$ cat config.mk
export PLATFORM = sky130hd
export DESIGN_NAME = ufef_ctrl
export DESIGN_NICKNAME = d
export VERILOG_FILES = /design/src/hw/rtl/ufef_pkg.sv /design/src/hw/rtl/ufef_ctrl.sv
export SDC_FILE = /design/constraint.sdc
export NUM_CORES = 1
export LEC_CHECK = 0
export BUFFER_PORTS_ARGS = -buffer_cell sky130_fd_sc_hd__buf_2
export CAP_MARGIN = 20
export CORE_AREA = 8 8 45 47
export DETAILED_ROUTE_END_ITERATION = 10
export DIE_AREA = 0 0 53 55
export GPL_ROUTABILITY_DRIVEN = 0
export PLACE_DENSITY = 0.68
export SLEW_MARGIN = 15
export SYNTH_ARGS = -nofsm -noshare
export SYNTH_HDL_FRONTEND = slang
export SYNTH_SLANG_ARGS = --single-unit
$ cat constraint.sdc
create_clock -name clock -period 1.3 [get_ports clock]
set_clock_uncertainty 0.05 [all_clocks]
set_input_delay 0.065 -clock clock [delete_from_list [all_inputs] [get_ports clock]]
set_output_delay 0.065 -clock clock [all_outputs]
set_load 0.02 [all_outputs]
$ cat src/hw/rtl/ufef_pkg.sv
// ----------------------------------------------------------------------------
// ufef_pkg
// shared widths, register indexes, datapath op codes and the control/status
// bundles of the union-find edge filter
// ----------------------------------------------------------------------------
package ufef_pkg;

   localparam int DEF_MAX_NODES = 512;

   localparam int NODE_COUNT_W = 10;
   localparam int END_W        = 9;
   localparam int LEN_W        = 32;
   localparam int TREE_W       = 9;
   localparam int RANK_W       = 4;

   localparam logic [RANK_W-1:0] RANK_MAX = 4'd15;

   localparam int CSR_IDX_W  = 1;
   localparam int CSR_DATA_W = 10;

   localparam logic [CSR_IDX_W-1:0] CSR_NODE_COUNT      = 1'b0;
   localparam logic [CSR_IDX_W-1:0] CSR_SATELLITE_COUNT = 1'b1;

   localparam logic [NODE_COUNT_W-1:0] NODE_COUNT_RESET      = 10'd2;
   localparam logic [NODE_COUNT_W-1:0] SATELLITE_COUNT_RESET = 10'd1;

   localparam int OP_W = 4;
   localparam logic [OP_W-1:0] OP_NONE       = 4'd0;
   localparam logic [OP_W-1:0] OP_LOAD       = 4'd1;
   localparam logic [OP_W-1:0] OP_CLR        = 4'd2;
   localparam logic [OP_W-1:0] OP_WALK_START = 4'd3;
   localparam logic [OP_W-1:0] OP_WALK       = 4'd4;
   localparam logic [OP_W-1:0] OP_COMP       = 4'd5;
   localparam logic [OP_W-1:0] OP_LINK       = 4'd6;
   localparam logic [OP_W-1:0] OP_BUMP       = 4'd7;
   localparam logic [OP_W-1:0] OP_RESULT     = 4'd8;

   typedef struct packed {
      logic [OP_W-1:0] op;
      logic            side;
   } ufef_cmd_type;

   typedef struct packed {
      logic is_new;
      logic in_range;
      logic walk_done;
      logic comp_done;
      logic roots_differ;
      logic need_bump;
      logic clr_last;
   } ufef_status_type;

endpackage

$ cat src/hw/rtl/ufef_ctrl.sv
// ----------------------------------------------------------------------------
// ufef_ctrl
// sequencer: store clear, two root walks with compression, union by rank,
// response handoff
// ----------------------------------------------------------------------------
module ufef_ctrl import ufef_pkg::*; (
   input  logic            clock,
   input  logic            reset,
   input  logic            req_valid,
   output logic            req_ready,
   output logic            rsp_valid,
   input  logic            rsp_ready,
   input  ufef_status_type status,
   output ufef_cmd_type    cmd
);

   localparam int SW = 4;
   localparam logic [SW-1:0] S_BOOT   = 4'd0;
   localparam logic [SW-1:0] S_IDLE   = 4'd1;
   localparam logic [SW-1:0] S_CLR    = 4'd2;
   localparam logic [SW-1:0] S_CHECK  = 4'd3;
   localparam logic [SW-1:0] S_WSTART = 4'd4;
   localparam logic [SW-1:0] S_WALK   = 4'd5;
   localparam logic [SW-1:0] S_COMP   = 4'd6;
   localparam logic [SW-1:0] S_UNION  = 4'd7;
   localparam logic [SW-1:0] S_BUMP   = 4'd8;
   localparam logic [SW-1:0] S_OUT    = 4'd9;

   logic [SW-1:0] state_ff, state_in;
   logic          side_ff, side_in;
   logic          rsp_valid_ff, rsp_valid_in;

   always_comb begin
      state_in     = state_ff;
      side_in      = side_ff;
      rsp_valid_in = rsp_valid_ff && !rsp_ready;
      cmd.op       = OP_NONE;
      cmd.side     = side_ff;
      unique case (state_ff)
         S_BOOT: begin
            cmd.op = OP_CLR;
            if (status.clr_last) begin
               state_in = S_IDLE;
            end
         end
         S_IDLE: begin
            if (req_valid) begin
               cmd.op   = OP_LOAD;
               state_in = status.is_new ? S_CLR : S_CHECK;
            end
         end
         S_CLR: begin
            cmd.op = OP_CLR;
            if (status.clr_last) begin
               state_in = S_CHECK;
            end
         end
         S_CHECK: begin
            side_in  = 1'b0;
            state_in = status.in_range ? S_WSTART : S_OUT;
         end
         S_WSTART: begin
            cmd.op   = OP_WALK_START;
            state_in = S_WALK;
         end
         S_WALK: begin
            cmd.op = OP_WALK;
            if (status.walk_done) begin
               state_in = S_COMP;
            end
         end
         S_COMP: begin
            cmd.op = OP_COMP;
            if (status.comp_done) begin
               if (side_ff) begin
                  state_in = S_UNION;
               end else begin
                  side_in  = 1'b1;
                  state_in = S_WSTART;
               end
            end
         end
         S_UNION: begin
            if (status.roots_differ) begin
               cmd.op   = OP_LINK;
               state_in = status.need_bump ? S_BUMP : S_OUT;
            end else begin
               state_in = S_OUT;
            end
         end
         S_BUMP: begin
            cmd.op   = OP_BUMP;
            state_in = S_OUT;
         end
         S_OUT: begin
            if (!rsp_valid_ff || rsp_ready) begin
               cmd.op       = OP_RESULT;
               rsp_valid_in = 1'b1;
               state_in     = S_IDLE;
            end
         end
         default: begin
            state_in = S_IDLE;
         end
      endcase
   end

   always_ff @(posedge clock) begin
      if (reset) begin
         state_ff     <= S_BOOT;
         side_ff      <= 1'b0;
         rsp_valid_ff <= 1'b0;
      end else begin
         state_ff     <= state_in;
         side_ff      <= side_in;
         rsp_valid_ff <= rsp_valid_in;
      end
   end

   assign req_ready = (state_ff == S_IDLE);
   assign rsp_valid = rsp_valid_ff;

endmodule

==> flow_summary.json <==
{
  "endpoint_kind": "flop",
  "final_core_util": 0.742,
  "finalSetupViolations": 8,
  "status": "complete, but fails checks",
  "clkTransAtPathRegs_ns": 0.05,
  "grt_max_degree": 13,
  "synth_nets": 81,
  "clock-sinks": 6,
  "synth_area_leaders": "dfxtp_1 (23%), a21oi_1 (5.7%), nand2_1 (5.7%), buf_4 (4.3%), mux2i_1 (3.8%)",
  "worst_pin_slew_ns": 0.285,
  "routedWlPerCell_um": 18.7,
  "initial_core_util": 0.380,
  "fmax_mhz": 705,
  "layout.nets": 124,
  "fin_crit_sh": 1.09,
  "netlist_area_um2": 526,
  "slew_violations": 0,
  "die_w_um": 53,
  "yosysWarnings": 0,
  "ys_types": 32,
  "ant_nets": 0,
  "irDropWorstVdd_mv": 0.560,
  "seq_area_frac_synth": 0.229,
  "violations": "DRC, setup timing",
  "layout_common_cells": "buf_4 (21), buf_2 (12), buf_6 (11)",
  "drive_gt1_frac": 0.703,
  "powerDensity_nw_per_um2": 566,
  "fin_crit_ns": 1.42,
  "synth-compound-area-share": 0.271,
  "clk_latency_ns": 0.26,
  "drt-total-wl_um": 2370,
  "synthMuxAreaShare": 0.0595,
  "postSynthCellCount": 70,
  "port_buffers": 17,
  "cts-htree-levels": 1,
  "fp.dieH_um": 55,
  "synthDominantCellAreaShare": 0.229,
  "cp_slowest_stage_delay_ns": 0.33,
  "worst_ep_required_time_ns": 1.41,
  "num_vias": 743,
  "core_area_um2": 1380,
  "drtIter0Drc": 20,
  "root_buffer": "clkbuf_4",
  "cp_cell_sequence": "buf_4, buf_4, a211oi_2, o22ai_1, a311oi_2",
  "grt_setup_unrepaired": "true",
  "hold_viol": 0,
  "synth.avg_cell_area_um2": 7.51,
  "max_slew_margin": 0.810,
  "antenna_found_initial": 0,
  "grt_use_total": 0.146,
  "diodes": 0,
  "critical_path_arrival_ns": 1.53,
  "drc": 1,
  "cp_top_family": "compound AO/OA/AOI/OAI gates",
  "numCtsBuffers": 3,
  "grt_pass1_vias": 721,
  "synth_xor_area_frac": 0,
  "grt_overflow": 0,
  "maxCapViolCount": 0,
  "area_growth_syn_to_layout_pct": 95.5,
  "hold_path.class": "primary input to flop",
  "synth_top_family_by_area": "simple AND/OR/NAND/NOR gates",
  "cp_max_fo": 3,
  "slowest_stage": "dfxtp_2",
  "place_hpwl_um": 1220,
  "hold_ws_ns": 0.0441,
  "ios": 18,
  "cts_tree": "built",
  "crit_type": "flop to flop",
  "vias_per_cell": 5.85,
  "yosys.area_share.simple": 0.336,
  "yosysTopAreaCell": "dfxtp_1",
  "fillers": 91,
  "setup_slack_ns": -0.118,
  "dieArea_um2": 2920,
  "leakagePower_uw": 0.000427,
  "crit_path_start_kind": "flop",
  "cts.path.max_buffers": 2,
  "grt_pass1_wl_um": 3030,
  "synth-seq-cells": 6,
  "cp_common_cell": "buf_4",
  "hold_buffers": 0,
  "rows": 14,
  "crit_buf_inv": 2,
  "dr.pass1.iters": 8,
  "final_common_cell": "buf_4",
  "synth_fa_ha_area_frac": 0.0190
}
## state kept, by name (all words and copies together) (netlist names)
register   flops
state_ff       4
rsp_valid      1
side_ff        1
## final timing paths
check / end / depth (start not counted) / slack, ns / start
min: state_ff[2] / 2 / 0.04 / reset
min reg2reg: rsp_valid / 2 / 0.46 / rsp_valid
max reg2reg: state_ff[0] / 5 / -0.12 / state_ff[2]
max: state_ff[0] / 5 / -0.12 / state_ff[2]
## kinds of logic (layout without fill, tap and decap cells)
kind of cell / Yosys count / after routing
AND/OR/NAND/NOR: 32 / 32
adder cells (fa/ha/maj): 1 / 1
multiplexers: 3 / 3
AO/OA/AOI/OAI: 20 / 20
buffers and inverters: 8 / 49
flip-flops: 6 / 6
## synth_stat cells
cell type / instances
nand2_1: 8
a21oi_1: 6
dfxtp_1: 6
nor3_1: 4
buf_2: 3
buf_4: 3
nand2b_1: 3
nand3_1: 3
nor2_1: 3
o21ai_0: 3
o22ai_1: 3
mux2i_1: 2
nor2b_1: 2
nor3b_1: 2
o22a_1: 2
a211oi_1: 1
a211oi_2: 1
a2bb2oi_1: 1
a311oi_2: 1
and2_1: 1
and3b_1: 1
clkbuf_1: 1
inv_2: 1
maj3_1: 1
mux2_1: 1
nand3b_1: 1
nor2_2: 1
nor2b_2: 1
nor4b_1: 1
o2bb2ai_1: 1
o32ai_1: 1
or2b_1: 1
## where the power goes
| part | total, uW | switching [uW] | internal [uW] |
|---|---|---|---|
| Clock | 182 | 77.3 | 105 |
| Combinational | 208 | 94.3 | 113 |
| Sequential | 192 | 6.67 | 185 |
## layout make-up
type / count / area [um^2] / share of cell area
repair buffers: 45 / 357 / 0.347
well taps: 16 / 20.0 / 0.0195
clock buffers: 3 / 22.5 / 0.0219
inverters: 1 / 3.75 / 0.00365
multi-input cells: 56 / 492 / 0.479
flip-flops and latches: 6 / 133 / 0.129
## worst register-to-register path: stages (launching register included)
cell      delay [ns]
dfxtp_2         0.33
buf_4           0.14
buf_4           0.15
a211oi_2        0.27
o22ai_1         0.15
a311oi_2        0.24
## per-layer routing
| metal | GRT usage | vias to the layer above | share of wire |
|---|---|---|---|
| met5 | 0 | - | 0 |
| met4 | 0.155 | 0 | 0.054 |
| met3 | 0.0321 | 13 | 0.063 |
| met2 | 0.250 | 39 | 0.51 |
| met1 | 0.139 | 351 | 0.38 |
| li1 | - | 340 | - |
## metrics by stage
stage	cells	worst slack [ns]	cell area (um^2)	total power, uW	setup TNS (ns)
2_1_floorplan	70	0.0168	532	269	0
3_3_place_gp	111	-0.0913	708	318	-0.132
3_5_place_dp	111	-0.122	708	320	-0.191
4_1_cts	122	-0.123	913	539	-0.387
5_1_grt	127	-0.199	1030	609	-1.08
6_report	127	-0.118	1030	582	-0.594
## repair_timing
item / 4_1_cts / 5_1_grt
setup buffers: 8 / 5
pin swaps: 13 / 9
gates resized for setup: 36 / 18
setup endpoints to repair: 7 / 8
Note: power is estimated with default switching activity, not from simulation.
